--- config.mk ---
export PLATFORM = sky130hd
export DESIGN_NAME = coo_spmv_mac
export DESIGN_NICKNAME = d
export VERILOG_FILES = /design/src/rtl/core/coo_spmv_pkg.sv /design/src/rtl/core/coo_spmv_mac.sv
export SDC_FILE = /design/constraint.sdc
export NUM_CORES = 2
export LEC_CHECK = 0
export ABC_CLOCK_PERIOD_IN_PS = 28100
export BUFFER_PORTS_ARGS = -buffer_cell sky130_fd_sc_hd__buf_2
export CAP_MARGIN = 10
export CORE_UTILIZATION = 25
export CTS_CLUSTER_SIZE = 20
export DETAILED_ROUTE_END_ITERATION = 10
export PLACE_DENSITY_LB_ADDON = 0.12
export SYNTH_ARGS = -nofsm -noshare
export SYNTH_HDL_FRONTEND = slang
export SYNTH_SLANG_ARGS = --single-unit
export TNS_END_PERCENT = 30
--- constraint.sdc ---
create_clock -name i_clk -period 28.1 [get_ports i_clk]
set_input_delay 5.62 -clock i_clk [delete_from_list [all_inputs] [get_ports i_clk]]
set_output_delay 5.62 -clock i_clk [all_outputs]
set_load 0.05 [all_outputs]
--- src/rtl/core/coo_spmv_pkg.sv ---
// Package with the types, codes and constants of the sparse matrix-vector block.
`timescale 1ns / 1ps
package coo_spmv_pkg;

    // Default storage sizes.
    localparam int MAX_ROWS_DEF   = 32;
    localparam int VECTOR_LEN_DEF = 256;

    // Fixed port widths.
    localparam int MODE_W     = 2;
    localparam int ROW_PORT_W = 5;
    localparam int COL_W      = 8;
    localparam int VAL_W      = 32;
    localparam int SUM_W      = 64;
    localparam int CFG_W      = 6;

    localparam logic [CFG_W-1:0] ROWS_RESET = CFG_W'(32);

    // Item codes carried on the mode field.
    localparam logic [MODE_W-1:0] MODE_LOAD    = 2'd0;
    localparam logic [MODE_W-1:0] MODE_ELEM    = 2'd1;
    localparam logic [MODE_W-1:0] MODE_DRAIN   = 2'd2;
    // The remaining code is accepted and has no effect.
    localparam logic [MODE_W-1:0] MODE_IGNORED = 2'd3;

    typedef enum logic [1:0] {
        ST_IDLE,
        ST_FLUSH,
        ST_READ,
        ST_LOAD
    } t_drn_state;

    // Control from the drain sequencer to the accumulator datapath.
    typedef struct packed {
        logic rd_en;
        logic clear;
    } t_drn_ctl;

endpackage

--- src/rtl/core/coo_spmv_mac.sv ---
// Element pipeline: multiply, accumulator read-modify-write with forwarding, row valid bits.
`timescale 1ns / 1ps
module coo_spmv_mac import coo_spmv_pkg::*; #(
    parameter int MAX_ROWS = MAX_ROWS_DEF,
    localparam int ROW_W = (MAX_ROWS > 1) ? $clog2(MAX_ROWS) : 1
) (
    input  logic                    i_clk,
    input  logic                    i_rst_n,
    input  logic                    i_start,
    input  logic [ROW_W-1:0]        i_row,
    input  logic signed [VAL_W-1:0] i_value,
    input  logic signed [VAL_W-1:0] i_vec_rdata,
    output logic [ROW_W-1:0]        o_acc_raddr,
    input  logic [SUM_W-1:0]        i_acc_rdata,
    output logic                    o_acc_we,
    output logic [ROW_W-1:0]        o_acc_waddr,
    output logic [SUM_W-1:0]        o_acc_wdata,
    input  logic                    i_clear,
    output logic [MAX_ROWS-1:0]     o_row_vld,
    output logic                    o_busy
);

    logic                    r_s1_vld;
    logic [ROW_W-1:0]        r_s1_row;
    logic signed [VAL_W-1:0] r_s1_val;
    logic                    r_s2_vld;
    logic [ROW_W-1:0]        r_s2_row;
    logic signed [SUM_W-1:0] r_s2_prod;
    logic                    r_wb_vld;
    logic [ROW_W-1:0]        r_wb_row;
    logic [SUM_W-1:0]        r_wb_data;
    logic [MAX_ROWS-1:0]     r_row_vld;
    logic [MAX_ROWS-1:0]     n_row_vld;
    logic signed [SUM_W-1:0] prod;
    logic [SUM_W-1:0]        acc_base;
    logic [SUM_W-1:0]        acc_sum;

    assign prod = r_s1_val * i_vec_rdata;

    // The memory read for the stage two row was issued while the previous
    // write was still in flight, so that write is forwarded. A row without
    // its valid bit has not been written since the last clear.
    always_comb begin
        if (r_wb_vld && (r_wb_row == r_s2_row)) begin
            acc_base = r_wb_data;
        end else if (r_row_vld[r_s2_row]) begin
            acc_base = i_acc_rdata;
        end else begin
            acc_base = '0;
        end
        acc_sum = acc_base + r_s2_prod;
    end

    always_comb begin
        n_row_vld = r_row_vld;
        if (i_clear) begin
            n_row_vld = '0;
        end
        if (r_s2_vld) begin
            n_row_vld[r_s2_row] = 1'b1;
        end
    end

    always_ff @(posedge i_clk) begin
        if (!i_rst_n) begin
            r_s1_vld  <= 1'b0;
            r_s2_vld  <= 1'b0;
            r_wb_vld  <= 1'b0;
            r_row_vld <= '0;
        end else begin
            r_s1_vld  <= i_start;
            r_s2_vld  <= r_s1_vld;
            r_wb_vld  <= r_s2_vld;
            r_row_vld <= n_row_vld;
        end
    end

    always_ff @(posedge i_clk) begin
        r_s1_row  <= i_row;
        r_s1_val  <= i_value;
        r_s2_row  <= r_s1_row;
        r_s2_prod <= prod;
        r_wb_row  <= r_s2_row;
        r_wb_data <= acc_sum;
    end

    assign o_acc_raddr = r_s1_row;
    assign o_acc_we    = r_s2_vld;
    assign o_acc_waddr = r_s2_row;
    assign o_acc_wdata = acc_sum;
    assign o_row_vld   = r_row_vld;
    assign o_busy      = r_s1_vld | r_s2_vld;

endmodule

==> flow_summary.json <==
{
  "outcome": "complete, no violations",
  "grt_pass1_wl_um": 241000,
  "grt_setup_unrepaired": "false",
  "via_per_inst": 4.45,
  "hold_violations": 0,
  "avgSynthCellArea_um2": 9.31,
  "cts_setup_buffers": 0,
  "path_class": "input port to output port",
  "path_clk_slew_ps": 50,
  "final_common_cell": "fa_1",
  "gr-total-overflow": 0,
  "clock-sinks": 210,
  "htreeDepth": 2,
  "setup.worst_path.end_class": "output port",
  "cp_data_required_time_ps": 22480,
  "drv_slew": 0,
  "routed-via-count": 32840,
  "clock-root-buffer": "clkbuf_16",
  "fp.dieW_um": 430,
  "insertion_delay_ps": 640,
  "grt_use_total": 0.174,
  "antenna_found_initial": 14,
  "finalSetupViolCount": 0,
  "min_path_type": "register to register",
  "synth_top_area_frac": 0.474,
  "synth.cell_area_mm2": 0.0458,
  "cts_tree": "built",
  "coreArea_mm2": 0.181,
  "dp_hpwl_um": 124000,
  "nets": 6450,
  "grt_pass1_vias": 37380,
  "fmax_ghz": 0.0661,
  "ys_top_cells_by_area": "fa_1 (47%), dfxtp_1 (9.2%), inv_1 (8.9%)",
  "drt_iter0_drc": 1407,
  "cts_resized": 0,
  "wl_per_cell_um": 21.1,
  "ioPinCount": 245,
  "drcViolationCount": 0,
  "ys_async_sr_fraction": 0,
  "hold_buffers": 0,
  "start_kind": "input port",
  "yosys.area.top_type": "fa_1",
  "setup_tns_ps": 0,
  "die_h_um": 430,
  "relSlewSlack": 0.268,
  "ys_ff_latch": 210,
  "finalCoreUtilization": 0.279,
  "dieArea_mm2": 0.185,
  "synth_ff_type": "dfxtp_1",
  "period_needed_ps": 15130,
  "port_buffers": 244,
  "grt_max_degree": 65,
  "worstPathMaxFanout": 5,
  "syn-num-nets": 6385,
  "fin_skew_ps": 74.0,
  "yosysSeqAreaShare": 0.0918,
  "detail-route-antenna-nets": 0,
  "nFillCells": 19427,
  "multi_input_area_mm2": 0.0365,
  "gp_congestion": 0.867,
  "final_layout_size_suffix_gt1_frac": 0.0751,
  "clockBufferDepth": 3,
  "drv_cap": 0,
  "ys.warnings.count": 0,
  "regArea_mm2": 0.00421,
  "numCtsBuffers": 35,
  "tightestPinTransition_ps": 1100,
  "floorplan.rows": 156,
  "synth_edf_count": 0,
  "worstPathArrival_ps": 9510,
  "area_growth_pct": 10.3,
  "final_cell_mix": "fa_1 (1083), inv_1 (1080), nand2_1 (576)",
  "start_util": 0.253,
  "finalWirelength_um": 156000,
  "drtPass1Iterations": 5,
  "syn-instance-count": 4918,
  "ys_types": 74,
  "period_share": 0.538
}
-- flip-flops by register name (all words and copies together), names as in the netlist, 5 cells and up --
name and flops:
r_wb_data 64, o_acc_raddr 5, r_s1_val 32, o_acc_waddr 5
r_s2_prod 64, o_row_vld 32, r_wb_row 5
-- kinds of logic (layout without fill, tap and decap cells) --
family / after synthesis / after routing / synth area share
adder cells (fa/ha/maj): 1330 / 1330 / 0.541
AO/OA/AOI/OAI: 519 / 519 / 0.0762
other: 0 / 2 / 0
AND/OR/NAND/NOR: 1365 / 1365 / 0.150
buffers and inverters: 1346 / 1436 / 0.110
XOR/XNOR: 140 / 140 / 0.0268
multiplexers: 8 / 8 / 0.00393
flip-flops: 210 / 210 / 0.0918
-- stage by stage --
step | instance area (um2) | hold WS [ps] | cells | setup slack (ps)
after global placement | 49400 | 335 | 7316 | 13090
after detailed placement | 49400 | 333 | 7316 | 13050
after CTS | 50500 | 347 | 7378 | 13030
final | 50500 | 346 | 7380 | 12970
after global routing | 50500 | 359 | 7379 | 12780
after floorplan | 45800 | 421 | 4918 | 13420
-- critical path: stages --
cell	delay (ps)
buf_2	100
a22o_1	200
ha_1	210
fa_1	480
a211oi_1	290
o21bai_1	140
o211ai_1	330
o21ai_2	170
o21ai_1	400
o211a_1	330
o21ai_1	150
o22ai_1	280
o41ai_1	120
xor2_1	340
buf_2	340
-- metal layers --
| layer | track usage | wire [um] | vias to the layer above |
|---|---|---|---|
| met2 | 0.306 | 78000 | 588 |
| met5 | 0 | 0 | - |
| met1 | 0.226 | 69100 | 17265 |
| met4 | 0.0424 | 4200 | 0 |
| met3 | 0.0169 | 4290 | 157 |
| li1 | - | - | 14830 |
-- area by class of cell --
cell class | instances | share of cell area
Inverter | 1081 | 0.0803
Clock buffer | 47 | 0.0190
Tap cell | 2370 | 0.0587
Antenna cell | 2 | 0.0000991
Sequential cell | 210 | 0.0833
Multi-Input combinational cell | 3362 | 0.723
Timing Repair Buffer | 293 | 0.0315
Clock inverter | 15 | 0.00367
-- synth_stat cells (53+ instances only) --
| cell type | n |
|---|---|
| a21o_1 | 65 |
| nor2_1 | 86 |
| clkbuf_1 | 261 |
| inv_1 | 1080 |
| nand2_1 | 576 |
| dfxtp_1 | 210 |
| a21oi_1 | 139 |
| xnor2_1 | 96 |
| a22o_1 | 63 |
| and2_1 | 541 |
| ha_1 | 247 |
| o21ai_0 | 53 |
| fa_1 | 1083 |
-- final timing paths --
kind             startpoint               to  slack (ps)  cells after the start
max          i_acc_rdata[0]  o_acc_wdata[56]       12970                     15
min          o_acc_raddr[4]   o_acc_waddr[4]         350                      0
max reg2reg    r_s1_val[31]    r_s2_prod[63]       19390                     24
min reg2reg  o_acc_raddr[4]   o_acc_waddr[4]         350                      0
Power is not shown: default switching activity piles up to over one toggle a cycle in this logic, so the estimate is an artifact.
