===== src/rtl/core/coo_spmv_pkg.sv =====
// Package with the types, codes and constants of the sparse matrix-vector block.
`timescale 1ns / 1ps
package coo_spmv_pkg;

    // Default storage sizes.
    localparam int MAX_ROWS_DEF   = 32;
    localparam int VECTOR_LEN_DEF = 256;

    // Fixed port widths.
    localparam int MODE_W     = 2;
    localparam int ROW_PORT_W = 5;
    localparam int COL_W      = 8;
    localparam int VAL_W      = 32;
    localparam int SUM_W      = 64;
    localparam int CFG_W      = 6;

    localparam logic [CFG_W-1:0] ROWS_RESET = CFG_W'(32);

    // Item codes carried on the mode field.
    localparam logic [MODE_W-1:0] MODE_LOAD    = 2'd0;
    localparam logic [MODE_W-1:0] MODE_ELEM    = 2'd1;
    localparam logic [MODE_W-1:0] MODE_DRAIN   = 2'd2;
    // The remaining code is accepted and has no effect.
    localparam logic [MODE_W-1:0] MODE_IGNORED = 2'd3;

    typedef enum logic [1:0] {
        ST_IDLE,
        ST_FLUSH,
        ST_READ,
        ST_LOAD
    } t_drn_state;

    // Control from the drain sequencer to the accumulator datapath.
    typedef struct packed {
        logic rd_en;
        logic clear;
    } t_drn_ctl;

endpackage


===== src/rtl/core/coo_spmv_drain.sv =====
// Drain sequencer: walks the accumulators in row order into the output register.
`timescale 1ns / 1ps
module coo_spmv_drain import coo_spmv_pkg::*; #(
    parameter int MAX_ROWS = MAX_ROWS_DEF,
    localparam int ROW_W = (MAX_ROWS > 1) ? $clog2(MAX_ROWS) : 1,
    localparam int CNT_W = $clog2(MAX_ROWS + 1)
) (
    input  logic                     i_clk,
    input  logic                     i_rst_n,
    input  logic                     i_start,
    input  logic [CNT_W-1:0]         i_eff_rows,
    input  logic                     i_mac_busy,
    input  logic [SUM_W-1:0]         i_acc_rdata,
    input  logic [MAX_ROWS-1:0]      i_row_vld,
    output t_drn_ctl                 o_ctl,
    output logic [ROW_W-1:0]         o_acc_raddr,
    output logic                     o_idle,
    output logic                     o_out_valid,
    input  logic                     i_out_ready,
    output logic [ROW_PORT_W-1:0]    o_out_row,
    output logic signed [SUM_W-1:0]  o_row_sum,
    output logic                     o_last
);

    t_drn_state              r_state;
    t_drn_state              n_state;
    logic [ROW_W-1:0]        r_row;
    logic [ROW_W-1:0]        n_row;
    logic                    r_out_vld;
    logic [ROW_PORT_W-1:0]   r_out_row;
    logic [SUM_W-1:0]        r_out_sum;
    logic                    r_out_last;
    logic                    load;
    logic                    last_row;

    assign last_row = ((CNT_W'(r_row) + CNT_W'(1)) == i_eff_rows);

    always_comb begin
        n_state = r_state;
        n_row   = r_row;
        o_ctl   = '0;
        load    = 1'b0;
        case (r_state)
            ST_IDLE: begin
                if (i_start) begin
                    n_state = ST_FLUSH;
                end
            end
            ST_FLUSH: begin
                // Let elements already in the pipeline land first.
                if (!i_mac_busy) begin
                    if (i_eff_rows == '0) begin
                        o_ctl.clear = 1'b1;
                        n_state     = ST_IDLE;
                    end else begin
                        n_row   = '0;
                        n_state = ST_READ;
                    end
                end
            end
            ST_READ: begin
                // Issue the read only when the output register will be free.
                if (!r_out_vld || i_out_ready) begin
                    o_ctl.rd_en = 1'b1;
                    n_state     = ST_LOAD;
                end
            end
            ST_LOAD: begin
                load = 1'b1;
                if (last_row) begin
                    o_ctl.clear = 1'b1;
                    n_state     = ST_IDLE;
                end else begin
                    n_row   = r_row + ROW_W'(1);
                    n_state = ST_READ;
                end
            end
            default: begin
                n_state = ST_IDLE;
            end
        endcase
    end

    always_ff @(posedge i_clk) begin
        if (!i_rst_n) begin
            r_state   <= ST_IDLE;
            r_row     <= '0;
            r_out_vld <= 1'b0;
        end else begin
            r_state <= n_state;
            r_row   <= n_row;
            if (load) begin
                r_out_vld <= 1'b1;
            end else if (i_out_ready) begin
                r_out_vld <= 1'b0;
            end
        end
    end

    always_ff @(posedge i_clk) begin
        if (load) begin
            r_out_row  <= ROW_PORT_W'(r_row);
            r_out_sum  <= i_row_vld[r_row] ? i_acc_rdata : '0;
            r_out_last <= last_row;
        end
    end

    assign o_acc_raddr = r_row;
    assign o_idle      = (r_state == ST_IDLE);
    assign o_out_valid = r_out_vld;
    assign o_out_row   = r_out_row;
    assign o_row_sum   = r_out_sum;
    assign o_last      = r_out_last;

endmodule


===== config.mk =====
export PLATFORM = sky130hd
export DESIGN_NAME = coo_spmv_drain
export DESIGN_NICKNAME = d
export VERILOG_FILES = /design/src/rtl/core/coo_spmv_pkg.sv /design/src/rtl/core/coo_spmv_drain.sv
export SDC_FILE = /design/constraint.sdc
export NUM_CORES = 1
export LEC_CHECK = 0
export BUFFER_PORTS_ARGS = -buffer_cell sky130_fd_sc_hd__buf_4
export CAP_MARGIN = 20
export CELL_PAD_IN_SITES_DETAIL_PLACEMENT = 0
export CELL_PAD_IN_SITES_GLOBAL_PLACEMENT = 1
export CORE_ASPECT_RATIO = 1.75
export CORE_MARGIN = 4
export CORE_UTILIZATION = 37
export DETAILED_ROUTE_END_ITERATION = 12
export GPL_TIMING_DRIVEN = 0
export PLACE_DENSITY_LB_ADDON = 0.1
export SYNTH_ARGS = -nofsm -noshare
export SYNTH_HDL_FRONTEND = slang
export SYNTH_SLANG_ARGS = --single-unit

===== constraint.sdc =====
create_clock -name i_clk -period 7.6 [get_ports i_clk]
set_clock_uncertainty 0.15 [all_clocks]
set_input_delay 1.14 -clock i_clk [delete_from_list [all_inputs] [get_ports i_clk]]
set_output_delay 1.14 -clock i_clk [all_outputs]
set_load 0.01 [all_outputs]

==> impl_metrics.json <==
{
  "fmax_mhz": 246,
  "num_io_pins": 186,
  "vias": 2611,
  "cts.path.max_buffers": 2,
  "synth_top_cell_area_share_pct": 60.3,
  "p_leak_nw": 2.21,
  "drc_errors": 0,
  "synth-seq-area-share_pct": 64.9,
  "htreeDepth": 3,
  "placed_area_um2": 5080,
  "grt_pass1_vias": 2620,
  "hold-worst-slack_ps": 319,
  "hold_buffers": 0,
  "cts_setup_buffers": 0,
  "critPathSlowestCell": "or4b_2",
  "hp-class": "reg -> reg",
  "cp_max_fo": 10,
  "peakVddDrop_mv": 0.134,
  "synth_cells": 241,
  "avgSynthCellArea_um2": 14.5,
  "insertedDiodeCount": 0,
  "fp.dieArea_um2": 11100,
  "slew_viol_final": 0,
  "multi_input_area_um2": 1110,
  "critPathMaxStageDelay_ps": 620,
  "synth_area_leader_cell": "edfxtp_1",
  "clk_latency_ps": 330,
  "min_period_ps": 4060,
  "synth_ff_type": "edfxtp_1",
  "fp-row-count": 46,
  "grt_max_degree": 34,
  "grt_antenna_before_repair": 0,
  "finalSetupViolations": 0,
  "place.port_buffers": 185,
  "clk_pin_slew_ps": 60,
  "syn_nets": 349,
  "arrival_ps": 2770,
  "synth.area.top_cells": "edfxtp_1 (60%), and2_1 (12%), dfxtp_1 (4.6%), mux4_2 (3.2%), mux4_1 (2.3%)",
  "cp-end-kind": "primary output",
  "worst-setup-path-type": "in -> out",
  "startpoint_type": "input pin",
  "firstDrtPassIters": 5,
  "r2r_cells": 6,
  "async_reset_ff_share_pct": 0,
  "post_cts_resized": 0,
  "grt_pass1_wl_um": 12800,
  "final_antenna_net_count": 0,
  "fin_area_um2": 5390,
  "maxCapViolCount": 0,
  "fin_crit_sh_pct": 53.4,
  "core_area_um2": 9150,
  "die-height_um": 136,
  "vias_per_cell": 4.64,
  "synth_edf_count": 70,
  "drtIter0Drc": 130,
  "die_x_um": 81.4,
  "synthToLayoutAreaGrowth_pct": 54.7,
  "outcome": "complete, no violations",
  "cts_tree": "yes",
  "dpl.hpwl_um": 7020,
  "grt_overflow": 0,
  "cp_data_required_time_ps": 6310,
  "netlist_area_um2": 3490,
  "hold_viol_final": 0,
  "cts.sinks": 78,
  "cp_cell_sequence": "buf_4 > xor2_1 > or4b_2 > nand3_1 > buf_2 > nand3_1 > a21oi_1 > buf_4",
  "start_util_pct": 38.1,
  "synth_seq_cells": 78,
  "hold_depth": 0,
  "fin_nets": 547,
  "fillCellCount": 797,
  "ys_warn_count": 0,
  "cts_buffers": 9,
  "gp_congestion": 0.853,
  "drive_above_1_share_pct": 50.8,
  "grtUsageTotal_pct": 15.7,
  "wl_per_cell_um": 15.4,
  "routed_wl_um": 8640,
  "ys_types": 40,
  "tightest_slew_ps": 748,
  "rsz0062_at_grt": "false",
  "pwr_density_cell_nw_per_um2": 214,
  "max-slew-margin-rel_pct": 49.8,
  "cts_root_buffer": "clkbuf_16",
  "seqCellArea_um2": 2260,
  "tns_ps": 0
}
-- cells by family after synthesis --
logic type / synth area share, %
AO/OA/AOI/OAI: 5.35
XOR/XNOR: 1.26
adder cells (fa/ha/maj): 0.359
buffers and inverters: 3.59
flip-flops: 64.9
multiplexers: 6.39
AND/OR/NAND/NOR: 18.2
-- routing by layer --
metal / GRT usage (%) / vias to the layer above / wire [µm] / part of all wire, %
met4: 5.64 / 0 / 120 / 1.4
met3: 4.71 / 7 / 819 / 9.5
met2: 30.2 / 109 / 5000 / 58
met1: 15.1 / 1207 / 2700 / 31
met5: 0 / - / 0 / 0
li1: - / 1288 / - / -
-- final cells by class --
type / count / share of cell area [%]
clock buffer: 9 / 4.18
buffer: 13 / 1.97
inverter: 5 / 0.348
timing repair buffer: 187 / 26.6
clock inverter: 6 / 1.62
tap: 120 / 2.78
sequential: 78 / 41.9
multi-input combinational: 145 / 20.5
-- final timing paths --
| path | start | to | slack (ps) |
|---|---|---|---|
| worst max-delay path | i_eff_rows[4] | o_ctl[0] | 3540 |
| worst min-delay path | o_acc_raddr[4]$_SDFFE_PN0P_ | o_out_row[4]$_DFFE_PP_ | 320 |
| worst max register to register | o_acc_raddr[0]$_SDFFE_PN0P_ | o_row_sum[16]$_SDFFCE_PN0P_ | 4980 |
| worst min register to register | o_acc_raddr[4]$_SDFFE_PN0P_ | o_out_row[4]$_DFFE_PP_ | 320 |
-- stage by stage --
stage | utilization, % | instances | total power, mW | setup slack [ps]
3_5_place_dp | 55.5 | 548 | 0.725 | 3540
3_3_place_gp | 54.9 | 546 | 0.722 | 1180
2_1_floorplan | - | 241 | 0.641 | 2810
4_1_cts | 58.9 | 563 | 1.17 | 3540
5_1_grt | 58.9 | 563 | 1.21 | 3450
6_report | 58.9 | 563 | 1.15 | 3540
-- registers in the layout, summed over array words and instances (netlist names) --
register,count
o_acc_raddr,5
r_state,2
o_out_row,5
o_out_valid,1
o_last,1
o_row_sum,64
-- synthesized netlist by cell type (4+ instances only) --
library cell  instances
nor2_1                7
nor2b_1               5
dfxtp_1               8
nand2_1               7
inv_1                 5
o21ai_0               5
a21oi_1               5
buf_6                 7
edfxtp_1             70
mux4_2                5
and2_1               65
nand3_1               7
buf_2                 4
-- report_power, final --
| part | internal [mW] | switching (mW) |
|---|---|---|
| Combinational | 0.128 | 0.0824 |
| Sequential | 0.492 | 0.00884 |
| Clock | 0.285 | 0.158 |
| Total | 0.905 | 0.249 |
-- cell usage in the layout, fill, tap and decap left out, types with 3 or more instances in the layout --
cell type and instances:
nand3_1 7, mux4_1 3, o21ai_0 5, nor3_1 3, a21oi_1 5, and2_1 65
nor2b_1 5, nand2_1 7, mux4_2 5, dfxtp_1 8, buf_6 7, buf_4 185
a2111o_1 3, xor2_1 3, inv_1 5, nor2_1 6, clkbuf_16 9, edfxtp_1 70
buf_2 4
-- worst max-delay path, delay by kind of cell --
family          cells  cell delay, ps
buf+inv             3             470
compound gates      1             140
simple gates        3             860
xor+xnor            1             150
(Power assumes the default switching activity.)
